`config.mk`:
```
export PLATFORM = sky130hd
export DESIGN_NAME = uart_response_line_assembler_flat
export DESIGN_NICKNAME = d
export VERILOG_FILES = /design/src/hdl/ura_pkg.sv /design/src/hdl/ura_in_if.sv /design/src/hdl/ura_out_if.sv /design/src/hdl/ura_cfg_if.sv /design/src/hdl/ura_ram.sv /design/src/hdl/ura_cmd_fifo.sv /design/src/hdl/ura_front.sv /design/src/hdl/ura_back.sv /design/src/hdl/uart_response_line_assembler.sv /design/src/flat_wrapper.sv
export SDC_FILE = /design/constraint.sdc
export NUM_CORES = 1
export LEC_CHECK = 0
export BUFFER_PORTS_ARGS = -buffer_cell sky130_fd_sc_hd__buf_2
export CORE_UTILIZATION = 30
export CTS_CLUSTER_DIAMETER = 150
export CTS_CLUSTER_SIZE = 10
export DETAILED_ROUTE_END_ITERATION = 16
export PLACE_DENSITY = 0.41
export SLEW_MARGIN = 20
export SYNTH_ARGS = -nofsm -noshare
export SYNTH_HDL_FRONTEND = slang
export SYNTH_SLANG_ARGS = --single-unit
```
`constraint.sdc`:
```
create_clock -name clk_i -period 3.71 [get_ports clk_i]
set_clock_uncertainty 0.2 [all_clocks]
set_input_delay 0 -clock clk_i [delete_from_list [all_inputs] [get_ports clk_i]]
set_output_delay 0 -clock clk_i [all_outputs]
set_load 0.005 [all_outputs]
```
`src/hdl/ura_pkg.sv`:
```
// ----------------------------------------------------------------------------
// ura_pkg
// Shared types and constants for the UART response line assembler.
// ----------------------------------------------------------------------------
package ura_pkg;

  // Line buffer sizing
  localparam int LINE_BYTES  = 64;
  localparam int STORE_DEPTH = 63;
  localparam int CNT_W       = 6;
  localparam int BANK_DEPTH  = 1 << CNT_W;
  localparam int RAM_DEPTH   = 2 * BANK_DEPTH;
  localparam int RAM_AW      = CNT_W + 1;

  // Characters stored per line before an overflow is declared
  localparam int STORE_LIMIT_I = (LINE_BYTES < 2) ? 1 :
                                 ((LINE_BYTES - 1 > STORE_DEPTH) ? STORE_DEPTH :
                                  LINE_BYTES - 1);
  localparam logic [CNT_W-1:0] STORE_LIMIT = CNT_W'(STORE_LIMIT_I);

  // Timeout register reset value
  localparam logic [15:0] TIMEOUT_RESET = 16'd1000;

  // Characters of interest
  localparam logic [7:0] CH_LF    = 8'h0A;
  localparam logic [7:0] CH_CR    = 8'h0D;
  localparam logic [7:0] CH_A     = 8'h41;
  localparam logic [7:0] CH_S     = 8'h53;
  localparam logic [7:0] CH_R     = 8'h52;
  localparam logic [7:0] CH_TILDE = 8'h7E;
  localparam logic [7:0] CH_HASH  = 8'h23;

  // Input event selector
  typedef enum logic [1:0] {
    FN_BYTE  = 2'd0,
    FN_TICK  = 2'd1,
    FN_ERROR = 2'd2
  } func_e;

  // Result status
  typedef enum logic [1:0] {
    ST_OK       = 2'd0,
    ST_TIMEOUT  = 2'd1,
    ST_OVERFLOW = 2'd2,
    ST_UART_ERR = 2'd3
  } status_e;

  // Command passed from front to back
  typedef struct packed {
    logic             is_line;
    status_e          status;
    logic [CNT_W-1:0] len;
    logic             bank;
  } cmd_t;

  // Feedback from back to front
  typedef struct packed {
    logic line_done;
  } back_stat_t;

  // Back end sequencer states
  typedef enum logic [1:0] {
    BK_IDLE,
    BK_READ,
    BK_LOAD,
    BK_SEND
  } back_state_e;

endpackage

```
`src/hdl/ura_in_if.sv`:
```
// ----------------------------------------------------------------------------
// ura_in_if
// Input event channel: event selector and received byte.
// ----------------------------------------------------------------------------
interface ura_in_if;
  logic       valid;
  logic       ready;
  logic [1:0] func;
  logic [7:0] rx_byte;

  modport source (output valid, output func, output rx_byte, input ready);
  modport sink   (input valid, input func, input rx_byte, output ready);
endinterface

```
`src/hdl/ura_out_if.sv`:
```
// ----------------------------------------------------------------------------
// ura_out_if
// Result channel: one line character or one status item per transaction.
// ----------------------------------------------------------------------------
interface ura_out_if;
  logic       valid;
  logic       ready;
  logic [7:0] out_char;
  logic       char_valid;
  logic [1:0] status;
  logic       last;

  modport source (output valid, output out_char, output char_valid, output status,
                  output last, input ready);
  modport sink   (input valid, input out_char, input char_valid, input status,
                  input last, output ready);
endinterface

```
`src/hdl/ura_cfg_if.sv`:
```
// ----------------------------------------------------------------------------
// ura_cfg_if
// Configuration write channel for the timeout register.
// ----------------------------------------------------------------------------
interface ura_cfg_if;
  logic        valid;
  logic        ready;
  logic [15:0] data;

  modport source (output valid, output data, input ready);
  modport sink   (input valid, input data, output ready);
endinterface

```
`src/hdl/ura_ram.sv`:
```
// ----------------------------------------------------------------------------
// ura_ram
// Generic single write, single read RAM with registered read data.
// ----------------------------------------------------------------------------
module ura_ram #(
  parameter int WIDTH = 8,
  parameter int DEPTH = 128
) (
  input  logic                     clk_i,
  input  logic                     wr_en_i,
  input  logic [$clog2(DEPTH)-1:0] wr_addr_i,
  input  logic [WIDTH-1:0]         wr_data_i,
  input  logic                     rd_en_i,
  input  logic [$clog2(DEPTH)-1:0] rd_addr_i,
  output logic [WIDTH-1:0]         rd_data_o
);

  logic [WIDTH-1:0] mem_q [DEPTH];

  always_ff @(posedge clk_i) begin
    if (wr_en_i) begin
      mem_q[wr_addr_i] <= wr_data_i;
    end
    if (rd_en_i) begin
      rd_data_o <= mem_q[rd_addr_i];
    end
  end

endmodule

```
`src/hdl/ura_cmd_fifo.sv`:
```
// ----------------------------------------------------------------------------
// ura_cmd_fifo
// Two-entry command queue between the front and back ends.
// ----------------------------------------------------------------------------
module ura_cmd_fifo (
  input  logic            clk_i,
  input  logic            rst_ni,
  input  logic            push_i,
  input  ura_pkg::cmd_t   push_data_i,
  input  logic            pop_i,
  output ura_pkg::cmd_t   pop_data_o,
  output logic            full_o,
  output logic            empty_o
);

  ura_pkg::cmd_t entry_q [2];
  logic       wr_ptr_q, wr_ptr_d;
  logic       rd_ptr_q, rd_ptr_d;
  logic [1:0] count_q, count_d;

  assign full_o     = (count_q == 2'd2);
  assign empty_o    = (count_q == 2'd0);
  assign pop_data_o = entry_q[rd_ptr_q];

  // pointer and occupancy update
  always_comb begin
    wr_ptr_d = wr_ptr_q;
    rd_ptr_d = rd_ptr_q;
    count_d  = count_q;
    if (push_i) begin
      wr_ptr_d = ~wr_ptr_q;
    end
    if (pop_i) begin
      rd_ptr_d = ~rd_ptr_q;
    end
    case ({push_i, pop_i})
      2'b10:   count_d = count_q + 2'd1;
      2'b01:   count_d = count_q - 2'd1;
      default: count_d = count_q;
    endcase
  end

  always_ff @(posedge clk_i or negedge rst_ni) begin
    if (!rst_ni) begin
      wr_ptr_q <= 1'b0;
      rd_ptr_q <= 1'b0;
      count_q  <= 2'd0;
    end else begin
      wr_ptr_q <= wr_ptr_d;
      rd_ptr_q <= rd_ptr_d;
      count_q  <= count_d;
    end
  end

  // payload storage
  always_ff @(posedge clk_i) begin
    if (push_i) begin
      entry_q[wr_ptr_q] <= push_data_i;
    end
  end

  property p_no_overflow;
    @(posedge clk_i) disable iff (!rst_ni) full_o |-> !push_i || pop_i;
  endproperty
  a_no_overflow: assert property (p_no_overflow)
    else $error("command queue written while full");

  property p_no_underflow;
    @(posedge clk_i) disable iff (!rst_ni) empty_o |-> !pop_i;
  endproperty
  a_no_underflow: assert property (p_no_underflow)
    else $error("command queue read while empty");

  property p_count_range;
    @(posedge clk_i) disable iff (!rst_ni) count_q != 2'd3;
  endproperty
  a_count_range: assert property (p_count_range)
    else $error("command queue count out of range");

endmodule

```
`src/hdl/ura_front.sv`:
```
// ----------------------------------------------------------------------------
// ura_front
// Accepts events, tracks the current line and timeout, writes characters
// into the line buffer and queues line and status commands.
// ----------------------------------------------------------------------------
module ura_front (
  input  logic                         clk_i,
  input  logic                         rst_ni,
  ura_in_if.sink                       in_ch,
  ura_cfg_if.sink                      cfg_ch,
  output logic                         ram_wr_en_o,
  output logic [ura_pkg::RAM_AW-1:0]   ram_wr_addr_o,
  output logic [7:0]                   ram_wr_data_o,
  output logic                         push_o,
  output ura_pkg::cmd_t                push_data_o,
  input  logic                         fifo_full_i,
  input  ura_pkg::back_stat_t          back_stat_i
);

  logic [15:0]                timeout_q;
  logic [ura_pkg::CNT_W-1:0]  count_q, count_d;
  logic [15:0]                prev_q, prev_d;
  logic                       prompt_q, prompt_d;
  logic [15:0]                elapsed_q, elapsed_d;
  logic                       bank_q, bank_d;
  logic [1:0]                 busy_q, busy_d;
  logic                       accept;
  logic                       commit;
  logic [16:0]                elapsed_inc;
  logic [7:0]                 c;

  // command queue full or both buffer banks hold unread lines: hold off
  assign in_ch.ready  = !fifo_full_i && (busy_q < 2'd2);
  assign accept       = in_ch.valid && in_ch.ready;
  assign cfg_ch.ready = 1'b1;
  assign c            = in_ch.rx_byte;
  assign elapsed_inc  = {1'b0, elapsed_q} + 17'd1;

  assign ram_wr_addr_o = {bank_q, count_q};
  assign ram_wr_data_o = c;

  // event classification
  always_comb begin
    count_d     = count_q;
    prev_d      = prev_q;
    prompt_d    = prompt_q;
    elapsed_d   = elapsed_q;
    bank_d      = bank_q;
    ram_wr_en_o = 1'b0;
    push_o      = 1'b0;
    commit      = 1'b0;
    push_data_o = '{is_line: 1'b0, status: ura_pkg::ST_OK, len: count_q, bank: bank_q};
    if (accept) begin
      unique case (in_ch.func)
        ura_pkg::FN_TICK: begin
          if (elapsed_inc >= {1'b0, timeout_q}) begin
            push_o             = 1'b1;
            push_data_o.status = ura_pkg::ST_TIMEOUT;
          end else begin
            elapsed_d = elapsed_inc[15:0];
          end
        end
        ura_pkg::FN_ERROR: begin
          push_o             = 1'b1;
          push_data_o.status = ura_pkg::ST_UART_ERR;
        end
        ura_pkg::FN_BYTE: begin
          if (c == ura_pkg::CH_LF) begin
            if (count_q != '0) begin
              if (prompt_q) begin
                count_d  = '0;
                prev_d   = '0;
                prompt_d = 1'b0;
              end else begin
                commit = 1'b1;
              end
            end
          end else if (c != ura_pkg::CH_CR) begin
            if (count_q >= ura_pkg::STORE_LIMIT) begin
              commit             = 1'b1;
              push_data_o.status = ura_pkg::ST_OVERFLOW;
            end else begin
              // prompt fragments: "~#" and "ASR"
              if (count_q >= 6'd1 && prev_q[7:0] == ura_pkg::CH_TILDE &&
                  c == ura_pkg::CH_HASH) begin
                prompt_d = 1'b1;
              end
              if (count_q >= 6'd2 && prev_q[15:8] == ura_pkg::CH_A &&
                  prev_q[7:0] == ura_pkg::CH_S && c == ura_pkg::CH_R) begin
                prompt_d = 1'b1;
              end
              ram_wr_en_o = 1'b1;
              count_d     = count_q + 6'd1;
              prev_d      = {prev_q[7:0], c};
            end
          end
        end
        default: begin
        end
      endcase
      if (commit) begin
        push_o              = 1'b1;
        push_data_o.is_line = 1'b1;
        bank_d              = ~bank_q;
      end
      // every result restarts the line and the timeout
      if (push_o) begin
        count_d   = '0;
        prev_d    = '0;
        prompt_d  = 1'b0;
        elapsed_d = '0;
      end
    end
  end

  // lines held in the buffer and not yet fully read
  always_comb begin
    case ({commit, back_stat_i.line_done})
      2'b10:   busy_d = busy_q + 2'd1;
      2'b01:   busy_d = busy_q - 2'd1;
      default: busy_d = busy_q;
    endcase
  end

  always_ff @(posedge clk_i or negedge rst_ni) begin
    if (!rst_ni) begin
      timeout_q <= ura_pkg::TIMEOUT_RESET;
      count_q   <= '0;
      prev_q    <= '0;
      prompt_q  <= 1'b0;
      elapsed_q <= '0;
      bank_q    <= 1'b0;
      busy_q    <= 2'd0;
    end else begin
      if (cfg_ch.valid) begin
        timeout_q <= cfg_ch.data;
      end
      count_q   <= count_d;
      prev_q    <= prev_d;
      prompt_q  <= prompt_d;
      elapsed_q <= elapsed_d;
      bank_q    <= bank_d;
      busy_q    <= busy_d;
    end
  end

  property p_busy_range;
    @(posedge clk_i) disable iff (!rst_ni) busy_q != 2'd3;
  endproperty
  a_busy_range: assert property (p_busy_range)
    else $error("more lines in flight than buffer banks");

  property p_write_in_range;
    @(posedge clk_i) disable iff (!rst_ni)
      ram_wr_en_o |-> count_q < ura_pkg::STORE_LIMIT;
  endproperty
  a_write_in_range: assert property (p_write_in_range)
    else $error("line buffer write beyond store limit");

  property p_commit_clears;
    @(posedge clk_i) disable iff (!rst_ni)
      push_o |=> count_q == '0 && elapsed_q == '0 && !prompt_q;
  endproperty
  a_commit_clears: assert property (p_commit_clears)
    else $error("line state not cleared after a result");

endmodule

```
`src/hdl/ura_back.sv`:
```
// ----------------------------------------------------------------------------
// ura_back
// Drains queued commands: reads stored lines one character at a time and
// presents characters and status items on the result channel.
// ----------------------------------------------------------------------------
module ura_back (
  input  logic                         clk_i,
  input  logic                         rst_ni,
  input  ura_pkg::cmd_t                cmd_i,
  input  logic                         cmd_empty_i,
  output logic                         cmd_pop_o,
  output logic                         ram_rd_en_o,
  output logic [ura_pkg::RAM_AW-1:0]   ram_rd_addr_o,
  input  logic [7:0]                   ram_rd_data_i,
  output ura_pkg::back_stat_t          back_stat_o,
  ura_out_if.source                    out_ch
);

  ura_pkg::back_state_e       state_q, state_d;
  ura_pkg::cmd_t              cmd_q, cmd_d;
  logic [ura_pkg::CNT_W-1:0]  idx_q, idx_d;
  logic                       load_status, load_char;
  logic [7:0]                 char_q;
  logic                       char_valid_q;
  logic [1:0]                 status_q;
  logic                       last_q;

  assign ram_rd_addr_o = {cmd_q.bank, idx_q};
  assign out_ch.valid  = (state_q == ura_pkg::BK_SEND);
  assign out_ch.out_char   = char_q;
  assign out_ch.char_valid = char_valid_q;
  assign out_ch.status     = status_q;
  assign out_ch.last       = last_q;

  // sequencer
  always_comb begin
    state_d                = state_q;
    cmd_d                  = cmd_q;
    idx_d                  = idx_q;
    cmd_pop_o              = 1'b0;
    ram_rd_en_o            = 1'b0;
    load_status            = 1'b0;
    load_char              = 1'b0;
    back_stat_o.line_done  = 1'b0;
    unique case (state_q)
      ura_pkg::BK_IDLE: begin
        if (!cmd_empty_i) begin
          cmd_pop_o = 1'b1;
          cmd_d     = cmd_i;
          idx_d     = '0;
          if (cmd_i.is_line) begin
            state_d = ura_pkg::BK_READ;
          end else begin
            load_status = 1'b1;
            state_d     = ura_pkg::BK_SEND;
          end
        end
      end
      ura_pkg::BK_READ: begin
        ram_rd_en_o = 1'b1;
        state_d     = ura_pkg::BK_LOAD;
      end
      ura_pkg::BK_LOAD: begin
        load_char = 1'b1;
        state_d   = ura_pkg::BK_SEND;
      end
      ura_pkg::BK_SEND: begin
        if (out_ch.ready) begin
          if (cmd_q.is_line && !last_q) begin
            idx_d   = idx_q + 6'd1;
            state_d = ura_pkg::BK_READ;
          end else begin
            back_stat_o.line_done = cmd_q.is_line;
            state_d               = ura_pkg::BK_IDLE;
          end
        end
      end
      default: state_d = ura_pkg::BK_IDLE;
    endcase
  end

  always_ff @(posedge clk_i or negedge rst_ni) begin
    if (!rst_ni) begin
      state_q <= ura_pkg::BK_IDLE;
    end else begin
      state_q <= state_d;
    end
  end

  // command and output payload registers
  always_ff @(posedge clk_i) begin
    cmd_q <= cmd_d;
    idx_q <= idx_d;
    if (load_status) begin
      char_q       <= 8'h00;
      char_valid_q <= 1'b0;
      status_q     <= cmd_i.status;
      last_q       <= 1'b1;
    end else if (load_char) begin
      char_q       <= ram_rd_data_i;
      char_valid_q <= 1'b1;
      status_q     <= cmd_q.status;
      last_q       <= (6'(idx_q + 6'd1) == cmd_q.len);
    end
  end

  property p_line_idx_range;
    @(posedge clk_i) disable iff (!rst_ni)
      (state_q == ura_pkg::BK_READ) |-> idx_q < cmd_q.len;
  endproperty
  a_line_idx_range: assert property (p_line_idx_range)
    else $error("line read beyond its length");

  property p_done_on_send;
    @(posedge clk_i) disable iff (!rst_ni)
      back_stat_o.line_done |-> out_ch.valid && out_ch.ready && last_q;
  endproperty
  a_done_on_send: assert property (p_done_on_send)
    else $error("line released before its last character was taken");

  property p_pop_only_idle;
    @(posedge clk_i) disable iff (!rst_ni)
      cmd_pop_o |-> state_q == ura_pkg::BK_IDLE;
  endproperty
  a_pop_only_idle: assert property (p_pop_only_idle)
    else $error("command taken while busy");

endmodule

```
`src/hdl/uart_response_line_assembler.sv`:
```
// ----------------------------------------------------------------------------
// uart_response_line_assembler
// Frames CR/LF terminated text lines from a UART byte stream.
// ----------------------------------------------------------------------------
// Events (received byte, millisecond tick, UART error) are taken in one cycle
// each whenever the two-entry command queue has room and at most one finished
// line waits in the two-bank line buffer; a finished line is read back from the
// buffer by taking its command and then, per character, a RAM read, an output
// load and a transaction, plus any stall from the result side; a status item
// is sent once its command is taken.
// Lines containing "ASR" or "~#" are dropped, empty lines are skipped, and the
// timeout register bounds the ticks counted since the last result; it resets to 1000.
// ----------------------------------------------------------------------------
module uart_response_line_assembler (
  input  logic       clk_i,
  input  logic       rst_ni,
  ura_in_if.sink     in_ch,
  ura_cfg_if.sink    cfg_ch,
  ura_out_if.source  out_ch
);

  logic                         ram_wr_en;
  logic [ura_pkg::RAM_AW-1:0]   ram_wr_addr;
  logic [7:0]                   ram_wr_data;
  logic                         ram_rd_en;
  logic [ura_pkg::RAM_AW-1:0]   ram_rd_addr;
  logic [7:0]                   ram_rd_data;
  logic                         push;
  ura_pkg::cmd_t                push_data;
  logic                         pop;
  ura_pkg::cmd_t                pop_data;
  logic                         fifo_full;
  logic                         fifo_empty;
  ura_pkg::back_stat_t          back_stat;

  // event intake and line tracking
  ura_front u_front (
    .clk_i         (clk_i),
    .rst_ni        (rst_ni),
    .in_ch         (in_ch),
    .cfg_ch        (cfg_ch),
    .ram_wr_en_o   (ram_wr_en),
    .ram_wr_addr_o (ram_wr_addr),
    .ram_wr_data_o (ram_wr_data),
    .push_o        (push),
    .push_data_o   (push_data),
    .fifo_full_i   (fifo_full),
    .back_stat_i   (back_stat)
  );

  // two-bank line buffer
  ura_ram #(
    .WIDTH (8),
    .DEPTH (ura_pkg::RAM_DEPTH)
  ) u_line_ram (
    .clk_i     (clk_i),
    .wr_en_i   (ram_wr_en),
    .wr_addr_i (ram_wr_addr),
    .wr_data_i (ram_wr_data),
    .rd_en_i   (ram_rd_en),
    .rd_addr_i (ram_rd_addr),
    .rd_data_o (ram_rd_data)
  );

  // command queue
  ura_cmd_fifo u_cmd_fifo (
    .clk_i       (clk_i),
    .rst_ni      (rst_ni),
    .push_i      (push),
    .push_data_i (push_data),
    .pop_i       (pop),
    .pop_data_o  (pop_data),
    .full_o      (fifo_full),
    .empty_o     (fifo_empty)
  );

  // result sequencing
  ura_back u_back (
    .clk_i         (clk_i),
    .rst_ni        (rst_ni),
    .cmd_i         (pop_data),
    .cmd_empty_i   (fifo_empty),
    .cmd_pop_o     (pop),
    .ram_rd_en_o   (ram_rd_en),
    .ram_rd_addr_o (ram_rd_addr),
    .ram_rd_data_i (ram_rd_data),
    .back_stat_o   (back_stat),
    .out_ch        (out_ch)
  );

endmodule
```
`src/flat_wrapper.sv`:
```
// flat-port wrapper written by rule: the top's interface ports become plain ports
module uart_response_line_assembler_flat 
  (clk_i, rst_ni, in_ch_valid, in_ch_func, in_ch_rx_byte, in_ch_ready, cfg_ch_valid, cfg_ch_data, cfg_ch_ready, out_ch_valid, out_ch_out_char, out_ch_char_valid, out_ch_status, out_ch_last, out_ch_ready);
  ura_in_if in_ch_i ();
  ura_cfg_if cfg_ch_i ();
  ura_out_if out_ch_i ();
  input  logic clk_i;
  input  logic rst_ni;
  input wire logic [$bits(in_ch_i.valid)-1:0] in_ch_valid;
  input wire logic [$bits(in_ch_i.func)-1:0] in_ch_func;
  input wire logic [$bits(in_ch_i.rx_byte)-1:0] in_ch_rx_byte;
  output wire logic [$bits(in_ch_i.ready)-1:0] in_ch_ready;
  input wire logic [$bits(cfg_ch_i.valid)-1:0] cfg_ch_valid;
  input wire logic [$bits(cfg_ch_i.data)-1:0] cfg_ch_data;
  output wire logic [$bits(cfg_ch_i.ready)-1:0] cfg_ch_ready;
  output wire logic [$bits(out_ch_i.valid)-1:0] out_ch_valid;
  output wire logic [$bits(out_ch_i.out_char)-1:0] out_ch_out_char;
  output wire logic [$bits(out_ch_i.char_valid)-1:0] out_ch_char_valid;
  output wire logic [$bits(out_ch_i.status)-1:0] out_ch_status;
  output wire logic [$bits(out_ch_i.last)-1:0] out_ch_last;
  input wire logic [$bits(out_ch_i.ready)-1:0] out_ch_ready;
  assign in_ch_i.valid = in_ch_valid;
  assign in_ch_i.func = in_ch_func;
  assign in_ch_i.rx_byte = in_ch_rx_byte;
  assign in_ch_ready = in_ch_i.ready;
  assign cfg_ch_i.valid = cfg_ch_valid;
  assign cfg_ch_i.data = cfg_ch_data;
  assign cfg_ch_ready = cfg_ch_i.ready;
  assign out_ch_valid = out_ch_i.valid;
  assign out_ch_out_char = out_ch_i.out_char;
  assign out_ch_char_valid = out_ch_i.char_valid;
  assign out_ch_status = out_ch_i.status;
  assign out_ch_last = out_ch_i.last;
  assign out_ch_i.ready = out_ch_ready;
  uart_response_line_assembler u_core (.clk_i(clk_i), .rst_ni(rst_ni), .in_ch(in_ch_i), .cfg_ch(cfg_ch_i), .out_ch(out_ch_i));
endmodule
```
-- After elaboration in Yosys (flattened, before gate mapping)
Memories as Yosys holds them, arrays and structs flattened. A register that Yosys moved wholly into a read port is not among the register bits.
Cells that the tools add are included.
- add/sub/neg operators: 7
- multipliers: 0
- div/mod/pow operators: 0
- $lt $le $gt $ge: 5
- equal/unequal tests: 25
- shift operators: 0
- muxes and demuxes: 77
- bitwise logic cells: 4
- reductions and logical operators: 29
- operators by type and width (operator ; count):
    2-to-1 mux 16 bit ; 10
    2-to-1 mux 6 bit ; 10
    2-to-1 mux 1 bit ; 42
    equality test 8 x 7 -> 1 bit (second input constant) ; 4
    adder 16 x 1 -> 17 bit (second input constant) ; 1
    greater-or-equal comparator 17 x 16 -> 1 bit ; 1
    2-to-1 mux 2 bit ; 8
    adder 6 x 1 -> 6 bit (second input constant) ; 2
    equality test 2 bit (second input constant) ; 6
    case mux 6 bit (2 select lines) ; 1
    AND reduction 6 bit ; 2
    nonzero test 2 bit ; 6
    equality test 2 x 1 -> 1 bit (second input constant) ; 4
    equality test 8 x 4 -> 1 bit (second input constant) ; 1
    equality test 8 x 6 -> 1 bit (second input constant) ; 1
    logical AND 1 bit ; 8
    inequality test 8 x 4 -> 1 bit (second input constant) ; 1
    case mux 2 bit (2 select lines) ; 2
    case mux 2 bit (4 select lines) ; 1
    equality test 6 bit ; 1
    greater-or-equal comparator 6 x 1 -> 1 bit (second input constant) ; 1
    greater-or-equal comparator 6 x 2 -> 1 bit (second input constant) ; 1
    greater-or-equal comparator 6 bit (second input constant) ; 1
    zero test 2 bit ; 3
    18 further kinds ; 29
- flip-flop bits (word level): 92
- bits in latches: 0
- bits in writable memories: 1044
- memory bits (read-only): 0
- input bits: 31
- output and inout port bits: 15
- word-level logic and storage cells: 169
- memories: 2
- memory list (memory ; words ; width ; rd ports ; clocked after memory_dff ; wr ports ; line ; text):
    u_core.u_line_ram.mem_q ; 128 ; 8 ; 1 ; 1 ; 1 ; ura_ram.sv:18 ; logic [WIDTH-1:0] mem_q [DEPTH];
    u_core.u_cmd_fifo.entry_q ; 2 ; 10 ; 1 ; 0 ; 1 ; ura_cmd_fifo.sv:16 ; ura_pkg::cmd_t entry_q [2];

-- Longest topological paths before layout
Gate-level depths: netlist (run 1).
- depth after elaboration: 11
- depth in mapped cells: 18
- depth with buffers taken out: 16

-- Modules after synthesis
Synthesis (run 1) repeated with hierarchy kept, for this count alone.
- cells, all modules: 2191
- area total of the unflattened synthesis: 45768.9 um^2
- modules (own cells, without submodules) (module ; times used ; cells an instance ; area an instance (um^2) ; seq. area each (um^2)):
    ura_ram ; 1 ; 1635 ; 39745.6 ; 30989.7
    ura_front ; 1 ; 407 ; 3774.9 ; 1458.9
    ura_back ; 1 ; 102 ; 1341.3 ; 790.8
    ura_cmd_fifo ; 1 ; 47 ; 907.1 ; 700.7

-- Least setup slack after synthesis (run 1)
Ideal clock, no wire load.
- path kind: register to register
- start: register u_core.u_front.elapsed_q[0]
- end: register u_core.u_cmd_fifo.count_q[1]
- library setup time: 0.079 ns
- data arrival time: 3.437 ns
- data required time: 3.431 ns
- path slack: -0.006 ns
- cell stages (with the launch flop): 16
- buffers on the path: 0
- period minus slack after synthesis: 3.716 ns
- cells stage by stage: dfrtp_1 > ha_1 > nand3_2 > nor3_2 > and4_1 > xor2_1 > ha_1 > a21o_1 > a21o_1 > a31oi_4 > nand2_2 > o311a_4 > o21ai_2 > ha_1 > nor2_1 > xor2_1
- word-level cells in the longest chain between the ends: 9
- elaborated cells on any way between the ends: 11
- ends and longest elaborated chain (element ; line ; text):
    start: declaration ; ura_front.sv:24 ; logic [15:0] elapsed_q, elapsed_d;
    start signal: assignment ; ura_front.sv:141 ; elapsed_q <= elapsed_d;
    adder 16 x 1 -> 17 bit (*) ; ura_front.sv:37 ; assign elapsed_inc = {1'b0, elapsed_q} + 17'd1;
    greater-or-equal comparator 17 x 16 -> 1 bit (*) ; ura_front.sv:56 ; if (elapsed_inc >= {1'b0, timeout_q}) begin
    2-to-1 mux 1 bit (*) ; ura_front.sv:56 ;
    case mux 1 bit (2 select lines) (*) ; ura_front.sv:54 ; unique case (in_ch.func)
    2-to-1 mux 1 bit (*) ; ura_front.sv:101 ; if (commit) begin
    2-to-1 mux 1 bit (*) (2 in a row) ; ura_front.sv:53 ; if (accept) begin
    equality test 2 x 1 -> 1 bit / equality test 2 bit (equally long branches) ; ura_cmd_fifo.sv:36 ; case ({push_i, pop_i})
    case mux 2 bit (2 select lines) / nonzero test 2 bit (equally long branches) ; - ;
    end signal: assignment ; ura_cmd_fifo.sv:51 ; count_q <= count_d;
    end: declaration ; ura_cmd_fifo.sv:19 ; logic [1:0] count_q, count_d;
Every way passes the cells marked *; elsewhere a longest branch is shown, timed or not. The select of a mux whose other input is x is not followed.
A chain may end at the register's enable or synchronous reset.

-- Worst setup path after layout (run 1)
- start: register u_core.u_front.elapsed_q[1]
- end: register u_core.u_front.prev_q[0]
- word-level cells in the longest chain between the ends: 8
- elaborated cells on any way between the ends: 13
- ends and longest elaborated chain (element ; line ; text):
    adder 16 x 1 -> 17 bit (*) ; ura_front.sv:37 ;
    greater-or-equal comparator 17 x 16 -> 1 bit (*) ; ura_front.sv:56 ;
    2-to-1 mux 1 bit (*) ; ura_front.sv:56 ;
    case mux 1 bit (2 select lines) (*) ; ura_front.sv:54 ;
    2-to-1 mux 1 bit (*) ; ura_front.sv:101 ;
    2-to-1 mux 1 bit (*) ; ura_front.sv:53 ;
    inequality test 3 x 1 -> 1 bit (no line), or another cell as far along ; - ;
    AND reduction 6 bit (no line) ; - ;
    end signal: assignment ; ura_front.sv:139 ; prev_q <= prev_d;
    end: declaration ; ura_front.sv:22 ; logic [15:0] prev_q, prev_d;
Marked as above.

==> key figures, run 1 <==
Setup path
  • CP top delay family: compound AO/OA/AOI/OAI gates
  • CP arrival: 4.08 ns
  • Worst Path Max Fanout: 18
  • Worst R2R Setup Slack: 0.08 ns
  • Startpoint types: register
  • Crit path top cell by count: a21o_1
  • Cell Chain, Critical Path: ha_4, nand3_4, nor3_4, and4_4, xor2_2, ha_1, a21o_1, a21o_1, a31oi_4, nand2_2, buf_4, o311ai_2, a21oi_4, buf_12, a31o_2
  • Crit path buf inv count: 2
  • CP Data Required Time: 4.15 ns
  • Critical path class: reg2reg
  • CP max stage delay: 0.43 ns
  • Slowest CP cell: dfrtp_1
  • Crit. End Element: register

Timing
  • Setup_tns: 0 ns
  • Worst Tran Pin Value: 0.977 ns
  • Highest Clock Rate: 275 MHz
  • Final Slew Violations: 0
  • Post-route clock period utilization: 97.9%
  • Final setup fails: 0
  • Slew HR: 34.9%
  • Endpoints failing hold: 0
  • Final Critical Period: 3.63 ns

Yosys
  • Top FF cell, synth: edfxtp_1
  • Synth cell types: 78
  • Yosys warns: 0
  • Largest area contributor in the netlist: edfxtp_1
  • EDFF count, synth: 1,070
  • Post-synth ARST share: 5.59%
  • Yosys top cell area share: 70.0%
  • Syn Nets: 2,539
  • Seq/Total Area, Yosys: 73.9%
  • Synth Register Bits: 1,144
  • Mapped Area: 45,900 sq um
  • Syn Inst Count: 2,476
  • Top post-synthesis cells by area: edfxtp_1, mux4_2, mux2i_1, dfrtp_1, nor2_1
  • Mean Syn Cell Area: 18.5 sq um

Finish
  • Design area: 54,800 sq um
  • Fill count: 14,033
  • Area growth syn-to-layout: 19.4%
  • Post-layout net count: 2,911
  • Ratio of cells with drive above 1 in the final layout: 24.1%

Route
  • DR iter-0 viols: 1,778
  • Vias: 24,255
  • Final ANT Viol Nets: 0
  • Final WL: 124 mm
  • Residual DRC: 0
  • Drt via density: 4.92
  • Drt first pass iters: 5
  • Wire per inst: 25.2 um

Die
  • Initial Util: 30.2%
  • DIE AREA: 155,000 sq um
  • FP Rows: 143
  • Boundary Pins: 46
  • Die Ht: 393 um
  • Core Box Area: 152,000 sq um
  • Die span in x: 393 um

GRT
  • Pin count of the biggest net entering global routing: 132
  • Initial antenna violation count: 1
  • Tot GR Track Use: 16.3%
  • Global-route wire length before repair: 181 mm
  • Global route total overflow: 0
  • Vias in the first global route: 25,616

CTS
  • Num CTS Buffers: 132
  • CTS tree: yes
  • Insertion delay to the later sink of the worst-skew pair: 0.77 ns
  • Root Buffer Master: clkbuf_16
  • Max clock buf depth: 3
  • Clock sinks: 1,144
  • Htree depth: 4
  • Clock Pin Slew Worst Setup and Hold Paths: 0.06 ns

Placed design
  • Routability congestion estimate: 0.780
  • DP HPWL: 77.9 mm
  • # port buffers: 44
  • Post-placement cell area: 50,000 sq um

Power and ir drop
  • Leak pwr: 18.1 nW
  • Power density cells: 667 nW/um^2
  • Max IR drop VDD: 525 uV

Job
  • Max-cap violations: 0

Outcome
  • Status: finished clean

Min path
  • Worst hold path class: in2reg
-- power by group --
part | total (mW) | switching (mW) | leakage, nW | internal, mW
logic | 9.91 | 5.73 | 5.82 | 4.17
clock network | 11.6 | 5.10 | 1.78 | 6.54
registers | 15.0 | 0.402 | 10.5 | 14.6
-- layout by cell type (no fill, tap or decap), drive strengths merged, types with 32 or more instances in the layout --
master / count
dfrtp: 58
o32ai: 32
o221ai: 56
mux4: 184
buf: 295
mux2i: 181
o22ai: 40
inv: 35
nand2: 55
ha: 32
o21ai: 83
edfxtp: 1070
dlygate4sd3: 86
clkbuf: 166
a21oi: 63
nor2: 170
-- state kept, by name, summed over array words and instances, names as in the netlist, 6 cells and up --
register / flops
u_core.u_back.idx_q: 6
u_core.u_back.out_ch.out_char: 8
u_core.u_back.cmd_q: 9
u_core.u_front.timeout_q: 16
u_core.u_front.prev_q: 16
u_core.u_cmd_fifo.entry_q: 20
u_core.u_front.elapsed_q: 16
u_core.u_line_ram.mem_q: 1024
u_core.u_front.count_q: 6
u_core.u_line_ram.rd_data_o: 8
-- logic make-up (layout without fill, tap and decap cells) --
group / after synthesis / count (layout) / synth area share, %
flops: 1144 / 1144 / 73.9
compound gates: 366 / 366 / 5.58
xor+xnor: 33 / 33 / 0.630
buf+inv: 172 / 591 / 1.88
other cells: 1 / 2 / 0.00817
fa+ha+maj: 32 / 32 / 0.872
simple gates: 349 / 349 / 3.77
mux: 379 / 379 / 13.3
-- layer usage --
| layer | track usage [%] | wire length (um) |
|---|---|---|
| met1 | 22.1 | 55800 |
| met2 | 27.1 | 61500 |
| met3 | 2.59 | 4740 |
| met4 | 4.14 | 2160 |
| met5 | 0 | 0 |
-- cells in the mapped netlist, types with 27 or more instances --
cell type,count
o32ai_1,32
inv_1,28
o221ai_1,56
a21oi_1,61
o21ai_0,71
o22ai_1,40
nor2_1,170
edfxtp_1,1070
buf_2,27
clkbuf_1,71
nand2_1,54
and2_1,27
buf_4,31
ha_1,32
mux2i_1,181
dfrtp_1,58
mux4_2,184
-- worst paths after layout --
kind / startpoint / depth (start not counted) / end
setup / recovery: u_core.u_front.elapsed_q[1] / 15 / u_core.u_front.prev_q[0]
max in group asynchronous: rst_ni / 4 / u_core.u_front.count_q[0]
hold reg to reg: u_core.u_back.out_ch.char_valid / 2 / u_core.u_back.out_ch.char_valid
hold / removal: out_ch_ready / 5 / u_core.u_back.state_q[1]
min in group asynchronous: rst_ni / 3 / u_core.u_front.timeout_q[9]
setup reg to reg: u_core.u_front.elapsed_q[1] / 15 / u_core.u_front.prev_q[0]
-- repair_timing --
item,in CTS,in global routing
resized for setup,3,24
hold buffers,87,0
endpoints found under the hold margin,732,0
setup buffers,2,7
pin swaps,3,12
endpoints found under the setup margin,22,61
-- worst reg2reg max path: cells and delay by family (launching register included) --
family / cells / cell delay (ns)
xor+xnor: 1 / 0.18
buf+inv: 2 / 0.32
compound gates: 6 / 1.26
fa+ha+maj: 2 / 0.46
simple gates: 4 / 0.68
flops: 1 / 0.43
-- per-stage QoR --
stage	power (mW)	setup slack (ns)	util, %	std cells	hold slack, ns
5_1_grt	38.2	-0.0493	36.1	4925	0.0829
3_3_place_gp	25.2	-0.0822	32.9	4648	-0.0610
4_1_cts	37.1	0.000698	36.0	4918	0.000830
3_5_place_dp	25.2	-0.215	32.9	4648	-0.0527
2_1_floorplan	21.7	0.0244	-	2476	-0.496
6_report	36.6	0.0771	36.1	4926	0.0697
-- final cells by class --
type / instances / area, sq um / area share, %
Antenna cell: 1 / 2.50 / 0.00456
Multi-Input combinational cell: 1160 / 11200 / 20.5
Clock buffer: 166 / 3450 / 6.30
Timing Repair Buffer: 381 / 3300 / 6.02
Inverter: 29 / 109 / 0.199
Tap cell: 2030 / 2540 / 4.63
Sequential cell: 1144 / 33900 / 61.9
Clock inverter: 15 / 239 / 0.436
Note: power is estimated with default switching activity, not from simulation.
==> run 2, diff against run 1 <==
--- a/config.mk
+++ b/config.mk
@@ -5,7 +5,7 @@
 export SDC_FILE = /design/constraint.sdc
 export NUM_CORES = 1
 export LEC_CHECK = 0
-export BUFFER_PORTS_ARGS = -buffer_cell sky130_fd_sc_hd__buf_2
+export BUFFER_PORTS_ARGS = -buffer_cell sky130_fd_sc_hd__buf_4
 export CORE_UTILIZATION = 30
 export CTS_CLUSTER_DIAMETER = 150
 export CTS_CLUSTER_SIZE = 10
==> key figures, run 2 (same netlist as run 1, synthesis figures left out) <==
Outcome
  • Status: finished clean

Route
  • Final ANT Viol Nets: 0
  • Drt via density: 4.91
  • DR iter-0 viols: 1,784
  • Wire per inst: 25.2 um
  • Vias: 24,225
  • Drt first pass iters: 5
  • Final WL: 124 mm
  • Residual DRC: 0

Setup path
  • Crit path top cell by count: buf_4
  • Crit path buf inv count: 3
  • Crit. End Element: register
  • Cell Chain, Critical Path: and4_1, nand2b_1, or2_4, nor2_1, xor2_1, ha_1, nand3_1, buf_4, nor2_1, a31o_2, buf_4, o21ai_1, nand3_2, buf_4, mux2_2
  • Slowest CP cell: dfrtp_1
  • Critical path class: reg2reg
  • CP top delay family: simple AND/OR/NAND/NOR gates
  • CP Data Required Time: 4.14 ns
  • Worst Path Max Fanout: 9
  • CP max stage delay: 0.43 ns
  • CP arrival: 4.05 ns
  • Startpoint types: register

Timing
  • Endpoints failing hold: 0
  • Final Critical Period: 3.62 ns
  • Final Slew Violations: 0
  • Final setup fails: 0
  • Worst setup margin: 0.0864 ns
  • Post-route clock period utilization: 97.7%
  • Worst Tran Pin Value: 0.951 ns
  • Slew HR: 36.6%
  • Highest Clock Rate: 276 MHz

Power and ir drop
  • Leak pwr: 18.2 nW
  • Power density cells: 663 nW/um^2
  • Total power: 36.4 mW
  • Max IR drop VDD: 492 uV

CTS
  • Max clock buf depth: 3
  • Clock sinks: 1,144
  • Insertion delay to the later sink of the worst-skew pair: 0.75 ns
  • Htree depth: 4
  • CTS tree: yes
  • Clock Pin Slew Worst Setup and Hold Paths: 0.05 ns
  • Num CTS Buffers: 132
  • Root Buffer Master: clkbuf_16

Finish
  • Post-layout net count: 2,925
  • Regs by FF count: u_core.u_line_ram.mem_q (1024), u_core.u_cmd_fifo.entry_q (20)
  • Fin cells: 4,932
  • FF/Latch Area: 33,900 sq um
  • Most frequent cells in the layout: edfxtp_1, buf_4, mux4_2
  • Design area: 54,900 sq um
  • Ratio of cells with drive above 1 in the final layout: 24.4%
  • ANT cells: 0
  • Largest Register: u_core.u_line_ram.mem_q
  • Fill count: 14,054
  • Util after Layout: 36.2%
  • Area of the multi-input gates: 11,200 sq um
  • Max reg flops: 1,024
  • Area growth syn-to-layout: 19.7%
  • Commonest non-fill, non-tap cell in the layout: edfxtp_1

Die
  • Die span in x: 393 um
  • Initial Util: 30.2%
  • Core Box Area: 152,000 sq um
  • Die Ht: 393 um
  • FP Rows: 143
  • Boundary Pins: 46
  • DIE AREA: 155,000 sq um

GRT
  • Vias in the first global route: 25,405
  • Tot GR Track Use: 16.3%
  • GRT Max-Usage Layer: met2
  • Grt met3 use: 2.57%
  • Pin count of the biggest net entering global routing: 132
  • Met1 Use GR: 21.8%
  • Global route total overflow: 0
  • Met2 Usage GRT: 27.6%
  • Global-route wire length before repair: 181 mm
  • Initial antenna violation count: 0

Placed design
  • Pre-CTS worst setup slack: -0.176 ns
  • Post-placement cell count: 4,667
  • Post-placement cell area: 50,300 sq um
  • # port buffers: 44
  • Routability congestion estimate: 0.791
  • DP HPWL: 76.2 mm

Job
  • Max-cap violations: 0

Min path
  • Worst hold path class: in2reg
run 2: worst reg2reg max path, delay by kind of cell, from the launching register on:
kind | cells | cell delay (ns)
compound gates | 2 | 0.40
buf+inv | 3 | 0.53
xor+xnor | 1 | 0.24
fa+ha+maj | 1 | 0.28
flops | 1 | 0.43
mux | 1 | 0.25
simple gates | 7 | 1.17
run 2: final timing paths:
check                                                 from                         endpoint  slack [ns]  cells past startpoint
hold / removal                            in_ch_rx_byte[3]   u_core.u_line_ram.mem_q[32][3]        0.04                      2
setup reg to reg               u_core.u_front.elapsed_q[3]      u_core.u_front.elapsed_q[0]        0.09                     15
setup / recovery               u_core.u_front.elapsed_q[3]      u_core.u_front.elapsed_q[0]        0.09                     15
max in group asynchronous                           rst_ni      u_core.u_front.elapsed_q[2]        2.81                      4
hold reg to reg            u_core.u_back.out_ch.char_valid  u_core.u_back.out_ch.char_valid        0.27                      2
min in group asynchronous                           rst_ni      u_core.u_front.timeout_q[3]        0.16                      3
run 2: area by class of cell:
cell class / count / area share, %
multi-input combinational: 1160 / 20.4
clock buffer: 163 / 6.42
inverter: 29 / 0.198
timing repair buffer: 395 / 6.40
tap: 2030 / 4.62
sequential: 1144 / 61.8
clock inverter: 11 / 0.223
run 2: power by group:
group | switching, mW | internal, mW
logic | 5.70 | 4.12
registers | 0.401 | 14.6
clock network | 4.95 | 6.62
total | 11.0 | 25.4
run 2: per-layer routing:
metal	share of wire (%)	up-vias
met2	50	487
met5	0	-
met3	3.8	159
li1	-	10804
met1	44	12775
met4	1.8	0
run 2: through the flow:
stage / hold WS [ns] / TNS [ns]
detailed placement: -0.00858 / -3.03
global placement: -0.0293 / -1.79
floorplan: -0.496 / 0
CTS: 0.0147 / 0
global route: 0.0415 / -0.465
finish: 0.0400 / 0
run 2: what timing repair did:
item / CTS / global route
resized for setup: 4 / 11
endpoints found under the hold margin: 877 / 0
hold buffers: 84 / 0
pin swaps: 0 / 5
setup endpoints to repair: 21 / 61
setup buffers: 0 / 6
cloned: 0 / 0
==> run 3, diff against run 2 <==
--- a/config.mk
+++ b/config.mk
@@ -14,4 +14,5 @@
 export SLEW_MARGIN = 20
 export SYNTH_ARGS = -nofsm -noshare
 export SYNTH_HDL_FRONTEND = slang
+export SYNTH_HIERARCHICAL = 1
 export SYNTH_SLANG_ARGS = --single-unit
==> key figures, run 3 <==
Yosys
  • Seq/Total Area, Yosys: 74.2%
  • Largest area contributor in the netlist: edfxtp_1
  • Synth cell types: 74
  • Post-synth ARST share: 5.59%
  • Top post-synthesis cells by area: edfxtp_1, mux4_2, dfrtp_1, nor2_1, ha_1
  • Top FF cell, synth: edfxtp_1
  • Mean Syn Cell Area: 20.9 sq um
  • Synth Register Bits: 1,144
  • Count leader, synth: edfxtp_1
  • Mapped Area: 45,800 sq um
  • Syn Inst Count: 2,191
  • Syn Nets: 2,254
  • EDFF count, synth: 1,070
  • Yosys top cell area share: 70.2%
  • Synth top cells by count: edfxtp_1, mux4_2, nor2_1
  • Yosys warns: 6

Setup path
  • Startpoint types: register
  • Logic depth of the worst path, buffers included: 16
  • CP Data Required Time: 4.13 ns
  • Crit. End Element: register
  • Crit path buf inv count: 3
  • Critical path class: reg2reg
  • Slowest CP cell: dfrtp_1
  • R2R cell count: 16
  • CP top delay family: compound AO/OA/AOI/OAI gates
  • Cell Chain, Critical Path: ha_4, nand3_4, nor3_4, buf_6, nand3_4, xnor2_2, ha_1, a21o_1, a221o_1, a21oi_2, buf_4, o2111a_2, nor2_4, o21ai_4, buf_6, o31ai_2
  • CP max stage delay: 0.40 ns
  • Worst Path Max Fanout: 5
  • CP arrival: 4.08 ns

Finish
  • Regs by FF count: u_core/u_line_ram/mem_q (1024), u_core/u_cmd_fifo/entry_q (20)
  • Max reg flops: 1,024
  • Area growth syn-to-layout: 20.9%
  • Most frequent cells in the layout: edfxtp_1, mux4_2, buf_4
  • Post-layout net count: 2,667
  • Fin cells: 4,652
  • Largest Register: u_core/u_line_ram/mem_q
  • Ratio of cells with drive above 1 in the final layout: 34.6%
  • Commonest non-fill, non-tap cell in the layout: edfxtp_1

CTS
  • CTS tree: yes
  • Max clock buf depth: 3
  • Clock Pin Slew Worst Setup and Hold Paths: 0.06 ns
  • Num CTS Buffers: 132
  • Clock sinks: 1,144
  • Root Buffer Master: clkbuf_16
  • Htree depth: 4
  • Insertion delay to the later sink of the worst-skew pair: 0.76 ns

Route
  • Final ANT Viol Nets: 0
  • Vias: 22,655
  • Wire per inst: 26.1 um
  • Final WL: 121 mm
  • DR iter-0 viols: 1,750
  • Drt first pass iters: 5
  • Drt via density: 4.87
  • Residual DRC: 0

Timing
  • Highest Clock Rate: 273 MHz
  • Slew HR: 35.5%
  • Final setup fails: 0
  • Endpoints failing hold: 0
  • Worst Tran Pin Value: 0.967 ns
  • Post-route clock period utilization: 98.9%
  • Final Slew Violations: 0
  • RSZ-0062 raised after global routing: true
  • Setup_tns: 0 ns
  • Final Critical Period: 3.67 ns
  • Final hold slack: 0.135 ns

Die
  • Boundary Pins: 46
  • Die span in x: 393 um
  • Die Ht: 393 um
  • FP Rows: 142
  • Core Box Area: 151,000 sq um
  • DIE AREA: 154,000 sq um
  • Initial Util: 30.4%

Outcome
  • Status: finished clean

GRT
  • Tot GR Track Use: 16.0%
  • Pin count of the biggest net entering global routing: 97
  • Vias in the first global route: 24,052
  • Global-route wire length before repair: 175 mm
  • Initial antenna violation count: 7
  • Global route total overflow: 0

Power and ir drop
  • Leak pwr: 18.0 nW
  • Power density cells: 672 nW/um^2
  • Max IR drop VDD: 338 uV

Job
  • Max-cap violations: 0

Placed design
  • # port buffers: 44
  • DP HPWL: 75.3 mm
  • Post-placement cell count: 4,390
  • Routability congestion estimate: 0.772

Min path
  • Worst hold path class: in2async
[run 3: path summary, 6_finish.rpt]
path	startpoint	endpoint	slack, ns
worst min register to register	u_core/u_back/out_ch.char_valid	u_core/u_back/out_ch.char_valid	0.28
max in group asynchronous	rst_ni	u_core/u_front/prev_q[3]	2.82
worst max register to register	u_core/u_front/elapsed_q[0]	u_core/u_front/prev_q[8]	0.04
worst min-delay path	rst_ni	u_core/u_front/timeout_q[8]	0.14
min in group clk_i	in_ch_func[1]	u_core/u_cmd_fifo/entry_q[0][7]	0.14
worst max-delay path	u_core/u_front/elapsed_q[0]	u_core/u_front/prev_q[8]	0.04
[run 3: repair_timing]
item                                    4_1_cts  5_1_grt
resized for setup                             8       71
buffers inserted                              1        7
endpoints found under the hold margin       565        0
pin swaps                                     3       38
endpoints found under the setup margin       59       51
hold buffers                                 84        0
cloned                                        0        4
[run 3: cells by family (layout without fill, tap and decap cells)]
family	Yosys count	in the layout	share of synthesized area [%]
AO/OA/AOI/OAI	116	116	1.86
XOR/XNOR	33	33	0.662
adder cells (fa/ha/maj)	32	32	0.875
buffers and inverters	177	621	1.82
flip-flops	1144	1144	74.2
multiplexers	367	367	17.3
other	1	2	0.00819
AND/OR/NAND/NOR	321	321	3.34
[run 3: layer usage]
metal,track usage [%],vias to the layer above,share of wire [%]
met5,0,-,0
met1,21.4,12293,44
met4,5.39,0,2.7
met2,26.4,437,50
met3,2.76,154,3.8
li1,-,9771,-
[run 3: cell type report]
class | count | area, sq um
multi-input cells | 870 | 11400
repair buffers | 406 | 3710
inverters | 50 | 188
clock buffers | 155 | 3520
well taps | 2016 | 2520
clock inverters | 10 | 121
fillers | 13890 | 95300
flip-flops and latches | 1144 | 33900
diodes | 1 | 2.50
[run 3: through the flow]
step	instance area [sq um]	total power [mW]	util, %	setup WS [ns]
final	55400	37.2	36.7	0.0421
after global routing	55400	38.8	36.7	-0.101
after CTS	54900	37.8	36.4	-0.00349
after detailed placement	50400	25.9	33.4	-0.182
after global placement	50400	25.9	33.4	-0.152
after floorplan	45800	21.5	-	0.0338
[run 3: tightest hold or removal path, stage by stage]
cell and delay [ns]:
dlygate4sd3_1 0.51, dlygate4sd3_1 0.54, buf_4 0.19
[run 3: where the power goes]
part | switching [mW] | internal [mW]
combinational | 5.61 | 5.09
sequential | 0.337 | 14.6
clock | 4.93 | 6.63
total | 10.9 | 26.3
